===== src/pid_time_proportioning_relay_defines.svh =====
// Assertion macros for the PID relay block
`ifndef PID_TIME_PROPORTIONING_RELAY_DEFINES_SVH
`define PID_TIME_PROPORTIONING_RELAY_DEFINES_SVH
// assert that a implies b on the same edge
`define PTR_ASSERT_IMP(lbl, a, b) \
  lbl: assert property (@(posedge clk) disable iff (!rst_n) (a) |-> (b)) \
    else $error("lbl failed");
// assert that a implies b on the next edge
`define PTR_ASSERT_NEXT(lbl, a, b) \
  lbl: assert property (@(posedge clk) disable iff (!rst_n) (a) |=> (b)) \
    else $error("lbl failed");
`endif


===== src/ptr_pkg.sv =====
// Package: widths, constants, controller codes and command types
`timescale 1ns / 1ps
package ptr_pkg;
  localparam int TB = 16;
  localparam logic [TB-1:0] TMAX = {TB{1'b1}};
  localparam logic [14:0] FS_Q8 = 15'd25600;
  localparam logic signed [23:0] INTEG_MAX = 24'sd8388607;
  localparam logic [2:0] CFG_SP = 3'd0, CFG_KP = 3'd1, CFG_KI = 3'd2, CFG_KD = 3'd3,
    CFG_PER = 3'd4, CFG_WIN = 3'd5, CFG_TOG = 3'd6;
  localparam logic [2:0] OP_COUNT = 3'd0, OP_MULP = 3'd1, OP_MULI = 3'd2, OP_MULD = 3'd3,
    OP_DRIVE = 3'd4, OP_RELAY = 3'd5, OP_LIMIT = 3'd6;
  typedef struct packed {
    logic       go;
    logic [2:0] op;
  } cmd_t;
  typedef struct packed {
    logic step;
    logic lim_busy;
  } stat_t;
endpackage


===== src/pid_time_proportioning_relay.sv =====
// Top level: PID controller with time-proportioning relay output
//  channel | dir | fields (tdata, low bit first)
//  in      | in  | temp_sixteenths[11:0], temp_valid, clear_pid
//  out     | out | relay_on, drive_q8[14:0], sample_taken
//  cfg     | in  | write port, 3-bit index, 18-bit data
// A PID step adds the multiply and drive states to an item; the shared
// 18x25 multiplier runs three times per step. Results leave through an
// output register. After a nonzero write of ki_dt_gain a divider works out
// the integral limit and no item is taken meanwhile. Reset is synchronous.
`timescale 1ns / 1ps
`include "pid_time_proportioning_relay_defines.svh"
module pid_time_proportioning_relay (
  input  logic        clk,
  input  logic        rst_n,
  input  logic        in_tvalid,
  output logic        in_tready,
  input  logic [15:0] in_tdata,  // temp_sixteenths[11:0], temp_valid, clear_pid
  output logic        out_tvalid,
  input  logic        out_tready,
  output logic [23:0] out_tdata, // relay_on, drive_q8[14:0], sample_taken
  input  logic        cfg_we,
  input  logic [2:0]  cfg_idx,
  input  logic [17:0] cfg_wdata
);
  import ptr_pkg::*;
  cmd_t cmd;
  stat_t stat;
  logic busy, done, done_r, relay, sampled, ov_r;
  logic [14:0] drive;
  logic [15:0] hold_r;
  logic [15:0] tick_d;
  logic [23:0] od_r;
  assign in_tready = !busy;
  always_ff @(posedge clk) if (in_tvalid && in_tready) hold_r <= in_tdata;
  // the item is counted on its accepting edge, so read it from the port there
  assign tick_d = (in_tvalid && in_tready) ? in_tdata : hold_r;
  ptr_ctrl u_ctrl (.clk, .rst_n, .in_fire(in_tvalid && in_tready),
    .out_free(!ov_r || out_tready), .stat, .cmd, .busy, .done);
  ptr_dp u_dp (.clk, .rst_n, .cmd, .stat, .cfg_we, .cfg_idx, .cfg_wdata,
    .temp_i($signed(tick_d[11:0])), .valid_i(tick_d[12]), .clear_i(tick_d[13]),
    .relay_o(relay), .drive_o(drive), .sampled_o(sampled));
  always_ff @(posedge clk) begin
    if (!rst_n) begin
      done_r <= 1'b0; ov_r <= 1'b0;
    end else begin
      done_r <= done;
      if (done_r) ov_r <= 1'b1;
      else if (out_tready) ov_r <= 1'b0;
    end
  end
  always_ff @(posedge clk) if (done_r) od_r <= {7'd0, sampled, drive, relay};
  assign out_tvalid = ov_r;
  assign out_tdata = od_r;
  `PTR_ASSERT_IMP(a_no_accept_busy, busy, !in_tready)
  `PTR_ASSERT_NEXT(a_done_valid, done_r, out_tvalid)
  `PTR_ASSERT_IMP(a_drive_range, out_tvalid, out_tdata[15:1] <= FS_Q8)
endmodule


===== src/ptr_ctrl.sv =====
// Controller: sequences one tick through the datapath
`timescale 1ns / 1ps
module ptr_ctrl (
  input  logic           clk,
  input  logic           rst_n,
  input  logic           in_fire,
  input  logic           out_free,
  input  ptr_pkg::stat_t stat,
  output ptr_pkg::cmd_t  cmd,
  output logic           busy,
  output logic           done
);
  import ptr_pkg::*;
  localparam logic [2:0] S_IDLE = 3'd0, S_MP = 3'd1, S_MI = 3'd2, S_MD = 3'd3,
    S_DRV = 3'd4, S_REL = 3'd5, S_WAIT = 3'd6;
  logic [2:0] st_r, st_nxt;
  always_comb begin
    st_nxt = st_r;
    cmd.go = 1'b0;
    cmd.op = OP_COUNT;
    done = 1'b0;
    case (st_r)
      S_IDLE: if (in_fire) begin
        cmd.go = 1'b1; cmd.op = OP_COUNT; st_nxt = S_MP;
      end
      S_MP: begin
        if (stat.step) begin cmd.go = 1'b1; cmd.op = OP_MULP; st_nxt = S_MI; end
        else st_nxt = S_REL;
      end
      S_MI: begin cmd.go = 1'b1; cmd.op = OP_MULI; st_nxt = S_MD; end
      S_MD: begin cmd.go = 1'b1; cmd.op = OP_MULD; st_nxt = S_DRV; end
      S_DRV: begin cmd.go = 1'b1; cmd.op = OP_DRIVE; st_nxt = S_REL; end
      S_REL: if (out_free) begin
        cmd.go = 1'b1; cmd.op = OP_RELAY; done = 1'b1; st_nxt = S_WAIT;
      end
      S_WAIT: if (!stat.lim_busy) st_nxt = S_IDLE;
      default: st_nxt = S_IDLE;
    endcase
  end
  assign busy = (st_r != S_IDLE) || stat.lim_busy;
  always_ff @(posedge clk) begin
    if (!rst_n) st_r <= S_IDLE;
    else st_r <= st_nxt;
  end
endmodule


===== src/ptr_dp.sv =====
// Datapath: counters, PID multiply-accumulate, limit divider and relay logic
`timescale 1ns / 1ps
module ptr_dp (
  input  logic                clk,
  input  logic                rst_n,
  input  ptr_pkg::cmd_t       cmd,
  output ptr_pkg::stat_t      stat,
  input  logic                cfg_we,
  input  logic [2:0]          cfg_idx,
  input  logic [17:0]         cfg_wdata,
  input  logic signed [11:0]  temp_i,
  input  logic                valid_i,
  input  logic                clear_i,
  output logic                relay_o,
  output logic [14:0]         drive_o,
  output logic                sampled_o
);
  import ptr_pkg::*;
  logic signed [9:0] sp_r;
  logic [17:0] kp_r, ki_r, kd_r;
  logic [15:0] per_r, win_r, tog_r;
  logic signed [23:0] lim_r, integ_r;
  logic signed [12:0] prev_r, e_r;
  logic [14:0] drive_r;
  logic [TB-1:0] tss_r, pos_r, tst_r;
  logic relay_r, step_r, sampled_r;
  logic signed [47:0] acc_r;
  // restoring divider for the integral limit
  logic [22:0] q_r, rem_r;
  logic [4:0] dcnt_r;
  logic dbusy_r;
  logic fin_r;
  localparam logic [22:0] DIVIDEND = 23'd6553600;

  logic signed [12:0] e_c;
  logic [TB-1:0] tss_b, pos_b, tst_b;
  logic signed [24:0] isum;
  logic signed [23:0] inew;
  logic signed [18:0] mop;
  logic signed [24:0] mx;
  logic signed [44:0] prod;
  logic [23:0] rtrial;
  logic [TB+15:0] lhs, rhs;
  logic want;
  logic relay_nx;

  assign tss_b = (tss_r == TMAX) ? TMAX : tss_r + 1'b1;
  assign pos_b = (pos_r == TMAX) ? TMAX : pos_r + 1'b1;
  assign tst_b = (tst_r == TMAX) ? TMAX : tst_r + 1'b1;
  assign e_c = 13'(temp_i) - 13'(sp_r);
  assign isum = 25'(integ_r) + 25'(e_r);
  always_comb begin
    if (isum > 25'(lim_r)) inew = lim_r;
    else if (isum < -25'(lim_r)) inew = -lim_r;
    else inew = isum[23:0];
  end
  always_comb begin
    case (cmd.op)
      OP_MULI: begin mop = $signed({1'b0, ki_r}); mx = 25'(integ_r); end
      OP_MULD: begin mop = $signed({1'b0, kd_r}); mx = 25'(e_r) - 25'(prev_r); end
      default: begin mop = $signed({1'b0, kp_r}); mx = 25'(e_r); end
    endcase
  end
  assign prod = mop * mx;
  assign rtrial = {rem_r, DIVIDEND[5'd22 - dcnt_r]};
  assign lhs = (TB+16)'(pos_r + 1'b1) * (TB+16)'(FS_Q8);
  assign rhs = (TB+16)'(drive_r) * (TB+16)'(win_r);
  assign want = ({1'b0, lhs} <= {1'b0, rhs}) && (pos_r != TMAX || win_r != 16'd0);
  // relay decision in the cycle after the wrap
  assign relay_nx = (fin_r && want != relay_r && (tst_r >= TB'(tog_r) || tst_r == TMAX)) ?
    want : relay_r;
  assign stat.step = step_r;
  assign stat.lim_busy = dbusy_r;

  always_ff @(posedge clk) begin
    if (!rst_n) begin
      sp_r <= 10'sd128; kp_r <= 18'd81920; ki_r <= 18'd246; kd_r <= 18'd122880;
      per_r <= 16'd2000; win_r <= 16'd60000; tog_r <= 16'd10000;
      lim_r <= 24'sd26640; dbusy_r <= 1'b0; dcnt_r <= '0; q_r <= '0; rem_r <= '0;
      integ_r <= '0; prev_r <= '0; drive_r <= '0; tss_r <= '0; pos_r <= '0;
      tst_r <= '0; relay_r <= 1'b0; step_r <= 1'b0; sampled_r <= 1'b0;
      e_r <= '0; acc_r <= '0;
    end else begin
      if (cfg_we) begin
        case (cfg_idx)
          CFG_SP:  sp_r <= cfg_wdata[9:0];
          CFG_KP:  kp_r <= cfg_wdata;
          CFG_KI: begin
            ki_r <= cfg_wdata;
            if (cfg_wdata == 18'd0) lim_r <= INTEG_MAX;
            else begin dbusy_r <= 1'b1; dcnt_r <= '0; q_r <= '0; rem_r <= '0; end
          end
          CFG_KD:  kd_r <= cfg_wdata;
          CFG_PER: per_r <= cfg_wdata[15:0];
          CFG_WIN: win_r <= cfg_wdata[15:0];
          CFG_TOG: tog_r <= cfg_wdata[15:0];
          default: ;
        endcase
      end
      if (dbusy_r) begin
        if (rtrial >= {6'd0, ki_r}) begin
          rem_r <= 23'(rtrial - {6'd0, ki_r}); q_r <= {q_r[21:0], 1'b1};
        end else begin
          rem_r <= rtrial[22:0]; q_r <= {q_r[21:0], 1'b0};
        end
        dcnt_r <= dcnt_r + 1'b1;
        if (dcnt_r == 5'd22) begin
          dbusy_r <= 1'b0;
          lim_r <= $signed({1'b0, q_r[21:0], (rtrial >= {6'd0, ki_r})});
        end
      end
      if (cmd.go) begin
        case (cmd.op)
          OP_COUNT: begin
            tst_r <= tst_b;
            step_r <= 1'b0;
            sampled_r <= 1'b0;
            e_r <= e_c;
            if (clear_i) begin
              integ_r <= '0; prev_r <= '0; drive_r <= '0; tss_r <= '0; pos_r <= '0;
            end else begin
              pos_r <= pos_b;
              if (!valid_i) begin
                drive_r <= '0; tss_r <= TMAX;
              end else if (tss_b >= TB'(per_r) || tss_b == TMAX) begin
                step_r <= 1'b1; tss_r <= '0;
              end else tss_r <= tss_b;
            end
          end
          OP_MULP: begin acc_r <= 48'(prod); integ_r <= inew; end
          OP_MULI: acc_r <= acc_r + 48'(prod);
          OP_MULD: acc_r <= acc_r + 48'(prod);
          OP_DRIVE: begin
            if (acc_r <= 0) drive_r <= '0;
            else if (acc_r[47:8] > 40'(FS_Q8)) drive_r <= FS_Q8;
            else drive_r <= acc_r[22:8];
            prev_r <= e_r;
            sampled_r <= 1'b1;
          end
          OP_RELAY: begin
            if (!clear_i && pos_r >= TB'(win_r)) pos_r <= pos_r - TB'(win_r);
          end
          default: ;
        endcase
      end
      if (relay_nx != relay_r) begin
        relay_r <= relay_nx; tst_r <= '0;
      end
    end
  end
  always_ff @(posedge clk) begin
    if (!rst_n) fin_r <= 1'b0;
    else fin_r <= cmd.go && cmd.op == OP_RELAY;
  end
  assign relay_o = relay_nx;
  assign drive_o = drive_r;
  assign sampled_o = sampled_r;
endmodule

===== config.mk =====
export PLATFORM = sky130hd
export DESIGN_NAME = pid_time_proportioning_relay
export DESIGN_NICKNAME = d
export VERILOG_FILES = /design/src/ptr_pkg.sv /design/src/pid_time_proportioning_relay.sv /design/src/ptr_ctrl.sv /design/src/ptr_dp.sv
export VERILOG_INCLUDE_DIRS = /design/src /design/src/src
export SDC_FILE = /design/constraint.sdc
export NUM_CORES = 2
export LEC_CHECK = 0
export ABC_CLOCK_PERIOD_IN_PS = 14400
export BUFFER_PORTS_ARGS = -buffer_cell sky130_fd_sc_hd__buf_2
export CAP_MARGIN = 15
export CORE_MARGIN = 3
export CORE_UTILIZATION = 45
export CTS_CLUSTER_DIAMETER = 40
export DETAILED_ROUTE_END_ITERATION = 16
export PLACE_DENSITY_LB_ADDON = 0.08
export SYNTH_ARGS = -nofsm -noshare
export SYNTH_HDL_FRONTEND = slang
export SYNTH_SLANG_ARGS = --single-unit

===== constraint.sdc =====
create_clock -name clk -period 14.4 [get_ports clk]
set_input_delay 2.88 -clock clk [delete_from_list [all_inputs] [get_ports clk]]
set_output_delay 2.88 -clock clk [all_outputs]
set_load 0.1 [all_outputs]

==> results.txt <==
- Total of max-cap violations: 0
* Final hold violation count: 0
- The mapped netlist covers 51300 um2.
- After the flow finishes, the layout carries non-filler instances totaling between 7000 and 8000.
* Layout cell share with drive strength beyond 1: roughly 6.2%
* Area share of the leading cell type in the synthesized netlist: about a quarter
- Count of filler cells inserted in the layout: 11000
* Sequential cell area fraction in the yosys report: 15.5%
* Clock root buffer master: sky130_fd_sc_hd__clkbuf_16
- Setup repair after global routing left no endpoint under its margin.
- Cell with the most instances after synthesis: sky130_fd_sc_hd__inv_1
- In this run the power density over the cells is 172 nW/um2.
- STA classifies the critical path endpoint as a register.
* Synthesis-to-finish area growth: 9.10%
- In this run, synthesis inferred 17 flip-flops with an integrated enable.
- The worst setup path is of the register to register kind.
* Max-Slew Margin vs Limit: 19.2%
- Flip-flop and latch area: roughly 8000 um2
- Clock insertion delay at the later pin of the skew report: 0.66 ns
- Most used cell along the critical path: sky130_fd_sc_hd__fa_1
- The min-delay analysis places its worst path in the category register to register.
- First-pass GRT wire length: 239000 um
- Counting distinct cell types in the post-synthesis netlist gives between 80 and 90.
- In the final layout, the multi-input gates occupy 38800 um2.
- The die covers between 100000 and 150000 um2.
* Total of cells resized after clock tree synthesis: 0
* Number of placed instances, taps included: between 7000 and 8000
- The via count of the first global-routing pass is between 40000 and 50000.
- The final critical path takes up 81.4% of the cycle.
* Delay of the slowest cell on the worst path: slightly above 0.8 ns
- Number of buffers inserted to repair setup after CTS: 0
* Setup TNS Final: 0 ns
- Half-perimeter wire length after detailed placement: 115000 um
- Counting flops and latches in the post-synthesis netlist gives between 300 and 400.
- Count of buffers from port buffering: 58
- Pin placement for this block handled 68 I/O pins.
- CTS built an H-tree with a depth of 3.
- CTS saw a little under 400 sinks.
- The cell count after synthesis came out at 6243.
- Final wirelength: between 100000 and 150000 um
- After detailed routing, the average wire length per cell comes to 19.2 um.
- Synth top cells by count: 935 x sky130_fd_sc_hd__inv_1, 773 x sky130_fd_sc_hd__nand2_1, 631 x sky130_fd_sc_hd__fa_1, 528 x sky130_fd_sc_hd__nor2_1, 507 x sky130_fd_sc_hd__ha_1
- Shortest clock period the worst path allows after layout: roughly 12 ns
* Clock tree from TritonCTS: built
- During synthesis, Yosys emitted a total of 0 warnings.
* Number of design-rule violations left by the first detailed-router iteration: around 3100
- Mapped Avg Cell Area: roughly 8 um2
- Maximum number of pins on one net before global-route repair: 77
* Vias per Instance: roughly 5.5
* Total track usage: 25.3%
- In the synthesized netlist the async set-or-reset flop fraction comes to 0%.
- Worst path slowest cell: sky130_fd_sc_hd__o21ai_1
- Worst supply voltage drop on vdd: between 0.1 and 0.15 mV
- Routability cong.: 0.877
* Arrival time of data at the critical path endpoint: about 12 ns
- Static timing analysis puts the maximum clock frequency at approximately 0.085 GHz.
- Floorplan row count: about 120
* Status: finished clean
- Number of logic stages on the critical path including buffering: 40
- Before antenna repair, the detailed router went through 5 iterations.
- Setup violations remaining at the end of the flow were counted as 0.
- Cts-stage hold buffer count: 0
- Count of unresolved DRC violations after routing: 0
* Critical path startpoint category: register
* Top area cells in the synthesized netlist: sky130_fd_sc_hd__fa_1 25%, sky130_fd_sc_hd__dfxtp_1 14%, sky130_fd_sc_hd__ha_1 12%
- CP Max Fanout: 10
- After the last flow step, the layout net total stands at 7359.
- Leading register cell type out of synthesis: sky130_fd_sc_hd__dfxtp_1
* Antenna violation net count after detailed routing: 0
- Worst setup endpoint: u_dp.acc_r[46]$_SDFFE_PN0P_
- Across all layers, the routed design uses 42600 vias.
* Height of the die: 344 um
- Worst Path Required: approximately 15 ns
- The critical path contains buffers and inverters numbering 4 combined.
* Effective utilization at floorplan: between 40% and 50%
- Maximum buffer depth of the clock tree: 3
- Die boundary width: about 340 um
- Setup skew after layout: between 0.05 and 0.06 ns
- Clk pin slew, worst setup/hold paths: 0.06 ns
- Slew @ Worst Pin: approximately 1.2 ns
- sky130_fd_sc_hd__fa_1 takes more of the synthesized area than any other cell.
- Across all register-to-register paths, the minimum setup slack is approximately 2.7 ns.
- The initial antenna violation count is 2.
- Global route total overflow: 0
- The number of cells on the worst reg-to-reg path is 40.
- Tracing the worst setup path back leads to its startpoint at u_dp.e_r[0]$_SDFFE_PN0P_.
* Leakage: ~0.027 uW
- Final number of max-transition violations: 0
- Core outline area: around 110000 um2
- Along the worst hold path, the cell count comes to 2.
* Worst reg2reg path endpoint: u_dp.acc_r[46]$_SDFFE_PN0P_
- Cell family contributing the most delay on the critical path: adder cells
* CTS Buf Count: 79
- Start of the worst register-to-register path: u_dp.e_r[0]$_SDFFE_PN0P_
-- per-stage QoR --
stage          total power [uW]  cell area [um2]  hold slack (ns)  setup slack [ns]  util [%]
2_1_floorplan              6020            51300            0.406              3.77         -
3_3_place_gp               7580            53000            0.441              2.86      47.0
3_5_place_dp               7610            53000            0.441              2.85      47.0
4_1_cts                    9640            55900            0.454              2.78      49.6
5_1_grt                   10500            56000            0.473              1.86      49.6
6_report                   9610            56000            0.453              2.68      49.6
-- flip-flops by register name (all words and copies together), names as in the netlist, 14 cells and up --
name          count
hold_r           14
out_tdata        17
u_dp.acc_r       48
u_dp.drive_o     15
u_dp.integ_r     24
u_dp.kd_r        18
u_dp.ki_r        18
u_dp.kp_r        18
u_dp.lim_r       24
u_dp.per_r       16
u_dp.pos_r       16
u_dp.q_r         22
u_dp.rem_r       23
u_dp.tog_r       16
u_dp.tss_r       16
u_dp.tst_r       16
u_dp.win_r       16
-- final cells by class --
| type | instances | share of cell area (%) |
|---|---|---|
| clock buffers | 93 | 3.83 |
| inverters | 935 | 6.28 |
| flip-flops and latches | 388 | 14.2 |
| multi-input cells | 4628 | 69.3 |
| repair buffers | 147 | 1.74 |
| clock inverters | 55 | 1.34 |
| diodes | 2 | 0.00894 |
| well taps | 1500 | 3.35 |
-- metal layers --
metal	track usage, %	routed length (um)
met1	37.4	72100
met2	39.6	65300
met3	3.00	7820
met4	5.95	3410
met5	0	0
-- report_power, final --
group          total [uW]  switching (uW)  internal (uW)
sequential           1320             136           1180
clock                1970             708           1260
combinational        6330            3990           2330
-- cell families after synthesis --
group | share of synthesized area, %
AND/OR/NAND/NOR | 17.0
AO/OA/AOI/OAI | 16.5
buffers and inverters | 9.13
adder cells (fa/ha/maj) | 37.0
flip-flops | 15.5
XOR/XNOR | 3.75
multiplexers | 1.11
other | 0.00731
-- worst min-delay path: cells and delay by family, from the launching register on --
family / cells / cell delay (ns)
AOI/OAI and AO/OA: 1 / 0.05
and+or+nand+nor: 1 / 0.05
DFF: 1 / 0.30
-- cell usage in the layout (no fill, tap or decap), drive strengths merged, types with 28 or more instances in the layout --
cell	count
nor4	32
a21oi	361
a311oi	43
o21ai	195
fa	631
or3	37
xnor2	140
o21a	54
ha	507
a21o	139
nor2	528
nand2b	46
and2	125
a31oi	37
and3	47
a211oi	80
dfxtp	371
clkbuf	93
nor3	98
o21bai	28
nand3	97
mux2i	49
xor2	79
o211ai	64
nor2b	48
buf	147
inv	953
nand4	52
nand2	773
-- worst min-delay path by stage --
stage	start	endpoint	slack (ns)
after global placement	u_dp.kd_r[1]$_SDFFE_PN0P_	u_dp.kd_r[1]$_SDFFE_PN0P_	0.44
final	u_dp.kd_r[5]$_SDFFE_PN0P_	u_dp.kd_r[5]$_SDFFE_PN0P_	0.45
after global routing	u_dp.kd_r[0]$_SDFFE_PN0P_	u_dp.kd_r[0]$_SDFFE_PN0P_	0.47
after CTS	u_dp.kd_r[1]$_SDFFE_PN0P_	u_dp.kd_r[1]$_SDFFE_PN0P_	0.45
after floorplan	u_dp.drive_o[12]$_SDFFE_PN0P_	out_tdata[13]$_DFFE_PP_	0.41
after detailed placement	u_dp.sampled_o$_SDFFE_PN0P_	out_tdata[16]$_DFFE_PP_	0.44
(Power assumes the default switching activity.)
